File: config.mk
export PLATFORM = sky130hd
export DESIGN_NAME = oat_cell
export DESIGN_NICKNAME = d
export VERILOG_FILES = /design/src/rtl/assert_macros.svh /design/src/rtl/oat_pkg.sv /design/src/rtl/oat_cell.sv
export SDC_FILE = /design/constraint.sdc
export NUM_CORES = 1
export LEC_CHECK = 0
export BUFFER_PORTS_ARGS = -buffer_cell sky130_fd_sc_hd__buf_2
export CORE_UTILIZATION = 40
export DETAILED_ROUTE_END_ITERATION = 10
export PLACE_DENSITY = 0.91
export SLEW_MARGIN = 20
export SYNTH_ARGS = -nofsm -noshare
export SYNTH_HDL_FRONTEND = slang
export SYNTH_SLANG_ARGS = --single-unit
File: constraint.sdc
create_clock -name i_clk -period 3.9 [get_ports i_clk]
set_input_delay 0.39 -clock i_clk [delete_from_list [all_inputs] [get_ports i_clk]]
set_output_delay 0.39 -clock i_clk [all_outputs]
set_load 0.05 [all_outputs]
File: src/rtl/assert_macros.svh
// ---------------------------------------------------------------------------
// assert_macros.svh
// concurrent assertion helpers, compiled out for synthesis
// ---------------------------------------------------------------------------
`ifndef ASSERT_MACROS_SVH
`define ASSERT_MACROS_SVH

`ifndef SYNTHESIS
// property holds on every clock edge out of reset
`define OAT_ASSERT(lbl, clk, rstn, prop) \
    lbl: assert property (@(posedge clk) disable iff (!rstn) (prop)) \
        else $error("oat assertion failed");
// same-cycle implication
`define OAT_ASSERT_IMP(lbl, clk, rstn, ante, cons) \
    lbl: assert property (@(posedge clk) disable iff (!rstn) (ante) |-> (cons)) \
        else $error("oat implication failed");
// next-cycle implication
`define OAT_ASSERT_NXT(lbl, clk, rstn, ante, cons) \
    lbl: assert property (@(posedge clk) disable iff (!rstn) (ante) |=> (cons)) \
        else $error("oat next-cycle implication failed");
`else
`define OAT_ASSERT(lbl, clk, rstn, prop)
`define OAT_ASSERT_IMP(lbl, clk, rstn, ante, cons)
`define OAT_ASSERT_NXT(lbl, clk, rstn, ante, cons)
`endif

`endif

File: src/rtl/oat_pkg.sv
// ---------------------------------------------------------------------------
// oat_pkg
// shared operation codes, status codes, control state encoding and cell command type
// ---------------------------------------------------------------------------
package oat_pkg;

    typedef enum logic [2:0] {
        K_CLEAR  = 3'd0,
        K_APPEND = 3'd1,
        K_INSERT = 3'd2,
        K_DELETE = 3'd3,
        K_SEARCH = 3'd4,
        K_READ   = 3'd5
    } t_kind;

    typedef enum logic [1:0] {
        ST_OK      = 2'd0,
        ST_BADPOS  = 2'd1,
        ST_FULL    = 2'd2,
        ST_MISSING = 2'd3
    } t_status;

    typedef enum logic [1:0] {
        S_IDLE = 2'b01,
        S_SCAN = 2'b10
    } t_state;

    // broadcast to every cell of the row
    typedef struct packed {
        logic ins;    // open a slot at the position and load the key
        logic del;    // close the slot at the position
        logic srch;   // flag cells holding the key
        logic rd;     // flag the cell at the position
    } t_cell_cmd;

endpackage

File: src/rtl/oat_cell.sv
// ---------------------------------------------------------------------------
// oat_cell
// one entry of the list: shifts with its neighbors and matches locally
// ---------------------------------------------------------------------------
module oat_cell #(
    parameter int IDX = 0,
    parameter int CW  = 7,
    parameter int XW  = 7
) (
    input  logic                  i_clk,
    input  oat_pkg::t_cell_cmd    i_cmd,
    input  logic [XW-1:0]         i_pos,
    input  logic [CW-1:0]         i_cnt,
    input  logic signed [31:0]    i_key,
    input  logic signed [31:0]    i_left,
    input  logic signed [31:0]    i_right,
    output logic signed [31:0]    o_data,
    output logic                  o_hit
);
    import oat_pkg::*;

    localparam logic [XW-1:0] MY_POS = XW'(IDX);
    localparam logic [CW-1:0] MY_CNT = CW'(IDX);

    logic signed [31:0] r_data;
    logic signed [31:0] n_data;
    logic               w_live;

    assign w_live = MY_CNT < i_cnt;

    always_comb begin
        n_data = r_data;
        if (i_cmd.ins) begin
            if (MY_POS == i_pos) begin
                n_data = i_key;
            end else if (MY_POS > i_pos) begin
                n_data = i_left;
            end
        end else if (i_cmd.del) begin
            if (MY_POS >= i_pos) begin
                n_data = i_right;
            end
        end
    end

    always_ff @(posedge i_clk) begin
        r_data <= n_data;
    end

    assign o_data = r_data;
    assign o_hit  = w_live && ((i_cmd.srch && (r_data == i_key)) ||
                               (i_cmd.rd && (MY_POS == i_pos)));

endmodule

Yosys cells after proc, flatten, opt, wreduce, memory -nomap -nowiden:

Index checks and enable logic that the tools add are counted.

* logic and storage cells: 19
* output and inout port bits: 33
* bits of input ports: 115
* flip-flop bits (word level): 32

* equal/unequal tests: 2
* reduce and logical (&&, ||, !) cells: 8
* multiplexer cells: 5
* order comparisons: 3

Operators with widths (number)
* $mux 32: 5
* $eq 32x32->1: 1
* $ge 1x7->1 const A: 1
* $gt 1x7->1 const A: 1
* $logic_not 7->1: 1
* $lt 1x7->1 const A: 1
* $reduce_bool 2->1: 2
* $logic_and 1x1->1: 3
* $ne 3x1->1 const B: 1
* $reduce_and 3->1: 1
* $logic_or 1x1->1: 1

Longest topological paths before layout:

Gate-level depths: netlist (run 1).

* word-level depth: 4
* gate-level depth with buffers: 6

Least setup slack after synthesis (run 1):

OpenSTA, ideal clock, no wires.

* kind: input to register
* start: input port i_pos[4]
* end: register r_data[0] (netlist: o_data[0]) (enable)
* setup slack: 1074 ps
* arrival: 2405 ps
* required time: 3479 ps
* stages: 4
* cell sequence: nor4_2 nand2_2 buf_6 nor2_1

* longest elaborated chain between the ends: 3

Ends and longest elaborated chain
* from (decl): RTL line oat_cell.sv:12 `input logic [XW-1:0] i_pos,`
* $gt 1x7->1, or another cell as far along: RTL line oat_cell.sv:36 `end else if (MY_POS > i_pos) begin`
* $ne 3x1->1 (no source line) or $reduce_bool 2->1 (tied branches)
* $reduce_and 3->1 (no source line) *
* to (signal assigned): RTL line oat_cell.sv:47 `r_data <= n_data;`
* to (decl): RTL line oat_cell.sv:25 `logic signed [31:0] r_data;`

Mark *: on every way between the ends. The rest lies on a longest branch, timed or not.
A chain may end at the register's enable or synchronous reset.

Worst setup path after layout (run 1):

* start: input port i_pos[4]
* end: output port o_hit

* longest elaborated chain between the ends: 4

Ends and longest elaborated chain
* $logic_not 7->1: RTL line oat_cell.sv:52 `(i_cmd.rd && (MY_POS == i_pos)));`
* $logic_and 1x1->1: RTL line oat_cell.sv:52
* $logic_or 1x1->1: RTL line oat_cell.sv:51 `assign o_hit = w_live && ((i_cmd.srch && (r_data == i_key)) ||`
* $logic_and 1x1->1: RTL line oat_cell.sv:51
* to (decl): RTL line oat_cell.sv:18 `output logic o_hit`

Every way passes these cells.

==> results.yml, run 1 <==
sta:
  hold_viol: 0
  period_share_pct: 63.07
  maxSlewViolCount: 0
  fmax_mhz: 406.5
  period_needed_ps: 2460
  setup_violations: 0
  grt_setup_unrepaired: "no"
  hold_ws_ps: 425.6
  tightest_slew_ps: 899.9
  maxSlewHeadroom_pct: 39.86
  finalSetupTns_ps: 0
yosys:
  synth-main-ff-cell: "edfxtp_1"
  syn-num-nets: 307
  ys_seq_elements: 32
  synth_top_cell_by_area: "edfxtp_1"
  synth_edf_count: 32
  yosysSeqAreaShare_pct: 47.20
  synthTopCellsByCount: "nor2_1, a21oi_1, edfxtp_1, mux2i_1, xnor2_1"
  synth.distinct_cells: 16
  synth_area_leaders: "edfxtp_1, mux2i_1, xnor2_1, a21oi_1, nor2_1"
  synth_warnings: 0
  synth_top_area_share_pct: 47.20
  async_reset_ff_share_pct: 0
  synth_area_mm2: 0.002036
  postSynthCellCount: 192
  syn-mean-instance-area_um2: 10.60
  yosysMostFrequentCell: "nor2_1"
die:
  core_area_mm2: 0.004817
  die_width_um: 73.34
  rows: 25
  die_h_um: 73.34
  die_area_mm2: 0.005379
  io_pins: 148
  start_util_pct: 42.26
setup_path:
  worstPathBufferInverterCount: 3
  worstPathMaxFanout: 19
  crit_slowest_cell: "nand2_2"
  worst_setup_path_end_kind: "output pin"
  crit_chain: "buf_2 -> nor4_2 -> nand2_2 -> buf_4 -> nor2_1 -> nand2_1 -> nand2_1 -> buf_2"
  cp-start-kind: "input port"
  cpPeakStageDelay_ps: 400
  crit_path_start: "i_pos[4]"
  crit_type: "in2out"
  path_delay_family: "simple AND/OR/NAND/NOR gates"
  arrival_ps: 2070
  critical_path_required_ps: 3510
placement:
  io_buffers: 147
  place_congestion: 0.7144
  place_hpwl_um: 4203
  place_area_mm2: 0.002818
  place_inst: 398
finish:
  insertedDiodeCount: 0
  fin_area_mm2: 0.002900
  nNetsFinal: 453
  area_growth_pct: 42.47
  largest_reg_flops: 32
  instances_no_fill: 406
  final_util_pct: 60.21
  drive_above_1_share_pct: 47.20
route:
  ant_nets: 0
  drc: 0
  finalWirelength_um: 5347
  firstDrtPassIters: 4
  vias_per_cell: 4.862
  drtIter0Drc: 72
  num_vias: 1974
  routedWlPerCell_um: 13.17
grt:
  antenna_found_initial: 0
  grt_max_degree: 66
  grt_pass1_wl_um: 8286
  met2_usage_pct: 38.48
  grt_overflow: 0
  grtUsageMet3_pct: 5.761
  use_met1_pct: 22.03
  grt.total_usage_pct: 20.52
  grt_busiest_layer: "met2"
  grt_pass1_vias: 1994
cts:
  cts.sinks: 32
  cts_tree: "yes"
  holdBufCountCts: 0
  post_cts_buffers: 0
  cts_max_path_buffers: 2
  cts_resized: 0
  cts_made_buffers: 5
  cts_max_level: 2
  cts-root-buf: "clkbuf_8"
  clk_pin_slew_ps: 70
flow_run:
  cap_violations: 0
power_and_ir_drop:
  power_density_mw_per_mm2: 264.7
  peakVddDrop_mv: 0.1722
  leakage_nw: 1.462
run_status:
  status: "finished, final reports clean"
hold_path:
  hp-start: "i_right[5]"
  hp-class: "in2reg"
placed cells by master, fill, tap and decap left out, types with 5 or more instances in the layout:
cell type,count
edfxtp_1,32
buf_2,147
nand4_1,7
a21oi_1,32
xnor2_1,30
clkbuf_8,5
nor2_1,34
mux2i_1,32
layout make-up:
type,count,area (um2)
Fill cell,443,1917
Sequential cell,32,960.9
Clock buffer,5,68.82
Timing Repair Buffer,149,750.7
Tap cell,67,83.83
Clock inverter,3,13.76
Multi-Input combinational cell,150,1022
final timing paths:
kind	to	slack, ps	cells after the start
max	o_hit	1440	8
min	o_data[5]	430	3
per-layer routing:
layer	wire length [um]	part of all wire [%]
met5	0	0
met3	384	7.2
met2	2705	51
met4	76	1.4
met1	2182	41
power breakdown:
group / internal [mW] / leakage [nW] / switching (mW) / total (mW)
Combinational: 0.0738 / 1.12 / 0.0653 / 0.139
Sequential: 0.383 / 0.298 / 0.00117 / 0.384
Clock: 0.121 / 0.0453 / 0.123 / 0.244
Total: 0.578 / 1.46 / 0.190 / 0.768
per-stage QoR:
stage	total power, mW	worst slack [ps]
floorplan	0.4558	1074
global placement	0.5267	1460
detailed placement	0.5309	1417
CTS	0.7740	1407
global route	0.8044	1314
finish	0.7676	1440
logic make-up after synthesis:
| logic type | count (synthesis) | synth area share, % |
|---|---|---|
| AOI/OAI and AO/OA | 32 | 7.867 |
| xor gates and xnor gates | 32 | 13.77 |
| and+or+nand+nor | 54 | 12.48 |
| buffers and inverters | 10 | 2.950 |
| DFF | 32 | 47.20 |
| muxes | 32 | 15.73 |
(Power assumes the default switching activity.)
==> run 2, diff against run 1 <==
--- a/config.mk
+++ b/config.mk
@@ -6,9 +6,9 @@
 export NUM_CORES = 1
 export LEC_CHECK = 0
 export BUFFER_PORTS_ARGS = -buffer_cell sky130_fd_sc_hd__buf_2
-export CORE_UTILIZATION = 40
+export CORE_UTILIZATION = 37
 export DETAILED_ROUTE_END_ITERATION = 10
-export PLACE_DENSITY = 0.91
+export PLACE_DENSITY = 0.89
 export SLEW_MARGIN = 20
 export SYNTH_ARGS = -nofsm -noshare
 export SYNTH_HDL_FRONTEND = slang
==> constraint.sdc (replaced) <==
create_clock -name i_clk -period 2 [get_ports i_clk]
set_input_delay 0.2 -clock i_clk [delete_from_list [all_inputs] [get_ports i_clk]]
set_output_delay 0.2 -clock i_clk [all_outputs]
set_load 0.05 [all_outputs]
==> results.yml, run 2 (same netlist as run 1, synthesis figures left out) <==
sta:
  grt_setup_unrepaired: "yes"
  hold_ws_ps: 236.2
  fmax_mhz: 505.3
  tightest_slew_ps: 539.8
  finalSetupTns_ps: 0
  setup_violations: 0
  maxSlewViolCount: 0
  maxSlewHeadroom_pct: 64.01
  finalWorstSetupSlack_ps: 20.86
  hold_viol: 0
  period_share_pct: 98.96
  period_needed_ps: 1979
flow_run:
  cap_violations: 0
cts:
  cts_max_path_buffers: 2
  clk_pin_slew_ps: 70
  cts_tree: "yes"
  holdBufCountCts: 0
  cts-root-buf: "clkbuf_8"
  cts_max_level: 2
  cts.sinks: 32
  cts_made_buffers: 5
route:
  drtIter0Drc: 25
  vias_per_cell: 4.779
  num_vias: 1969
  ant_nets: 0
  drc: 0
  firstDrtPassIters: 4
  finalWirelength_um: 5423
  routedWlPerCell_um: 13.16
grt:
  grt_pass1_wl_um: 9349
  antenna_found_initial: 0
  grt_overflow: 0
  grt.total_usage_pct: 20.12
  grt_pass1_vias: 2086
  grt_max_degree: 37
run_status:
  status: "finished, final reports clean"
placement:
  post-place-ws_ps: 81.01
  io_buffers: 147
  place_hpwl_um: 4254
  place_congestion: 0.7488
finish:
  seqCellArea_um2: 960.9
  nNetsFinal: 457
  final_cell_mix: "buf_2, nor2_1, mux2i_1, a21oi_1, edfxtp_1"
  fill_cells: 476
  insertedDiodeCount: 0
  multiInputGateArea_mm2: 0.001041
  layout_commonest_cell: "buf_2"
  drive_above_1_share_pct: 48.25
  largest_reg_flops: 32
  area_growth_pct: 46.28
power_and_ir_drop:
  pwr-share-clk_pct: 30.7
  seqPwrFrac_pct: 50.6
  switching_share_pct: 24.16
  power.total_mw: 1.483
  power.switching_mw: 0.3582
  peakVddDrop_mv: 0.2730
  leakage_nw: 1.489
  p_int_mw: 1.125
  pwr-share-comb_pct: 18.7
  power_density_mw_per_mm2: 497.9
setup_path:
  cp-start-kind: "flop"
  crit_type: "reg2out"
  critical_path_required_ps: 1800
  path_delay_family: "simple AND/OR/NAND/NOR gates"
  worstPathBufferInverterCount: 2
  worst_setup_path_end_kind: "output pin"
  crit_chain: "xnor2_1 -> nand4_1 -> nor4_2 -> buf_4 -> nand3_2 -> nand2_1 -> buf_6"
  worstPathMaxFanout: 2
  crit_slowest_cell: "edfxtp_1"
  arrival_ps: 1780
  cpPeakStageDelay_ps: 430
die:
  die_area_mm2: 0.005803
  die_width_um: 76.18
  start_util_pct: 39.11
  rows: 26
  die_h_um: 76.18
  core_area_mm2: 0.005205
  io_pins: 148
hold_path:
  hp-class: "in2reg"
## run 2: path summary, 6_finish.rpt
check / to / slack [ps] / startpoint / depth (start not counted)
worst max-delay path: o_hit / 20 / o_data[10] / 7
worst min-delay path: o_data[8] / 240 / i_right[8] / 3
## run 2: power by group through the flow
| stage | Combinational (mW) | Clock (mW) | Sequential, mW |
|---|---|---|---|
| 4_1_cts | 0.279 | 0.473 | 0.749 |
| 3_3_place_gp | 0.266 | 0 | 0.764 |
| 2_1_floorplan | 0.114 | 0 | 0.776 |
| 3_5_place_dp | 0.276 | 0 | 0.764 |
| 5_1_grt | 0.310 | 0.495 | 0.749 |
| 6_report | 0.278 | 0.456 | 0.750 |
## run 2: metrics by stage
stage / instance area, um2 / instances / util (%)
2_1_floorplan: 2043 / 192 / -
3_3_place_gp: 2869 / 404 / 55.12
3_5_place_dp: 2869 / 404 / 55.12
4_1_cts: 2970 / 411 / 57.07
5_1_grt: 2978 / 412 / 57.21
6_report: 2978 / 412 / 57.21
## run 2: routing by layer
metal | GRT usage [%] | part of all wire, % | up-vias
li1 | - | - | 992
met1 | 23.65 | 41 | 888
met2 | 36.18 | 51 | 82
met3 | 5.509 | 6.8 | 7
met4 | 5.000 | 1.0 | 0
met5 | 0 | 0 | -
## run 2: final cells by class
cell class,count,share of cell area [%]
multi-input combinational,150,34.96
timing repair buffer,153,27.27
clock inverter,2,0.2521
tap,70,2.941
clock buffer,5,2.311
sequential,32,32.27
## run 2: repair_timing
item / 4_1_cts / 5_1_grt
buffers inserted: 0 / 1
pin swaps: 2 / 1
resized for setup: 5 / 0
hold endpoints to repair: 0 / 0
setup endpoints to repair: 1 / 1
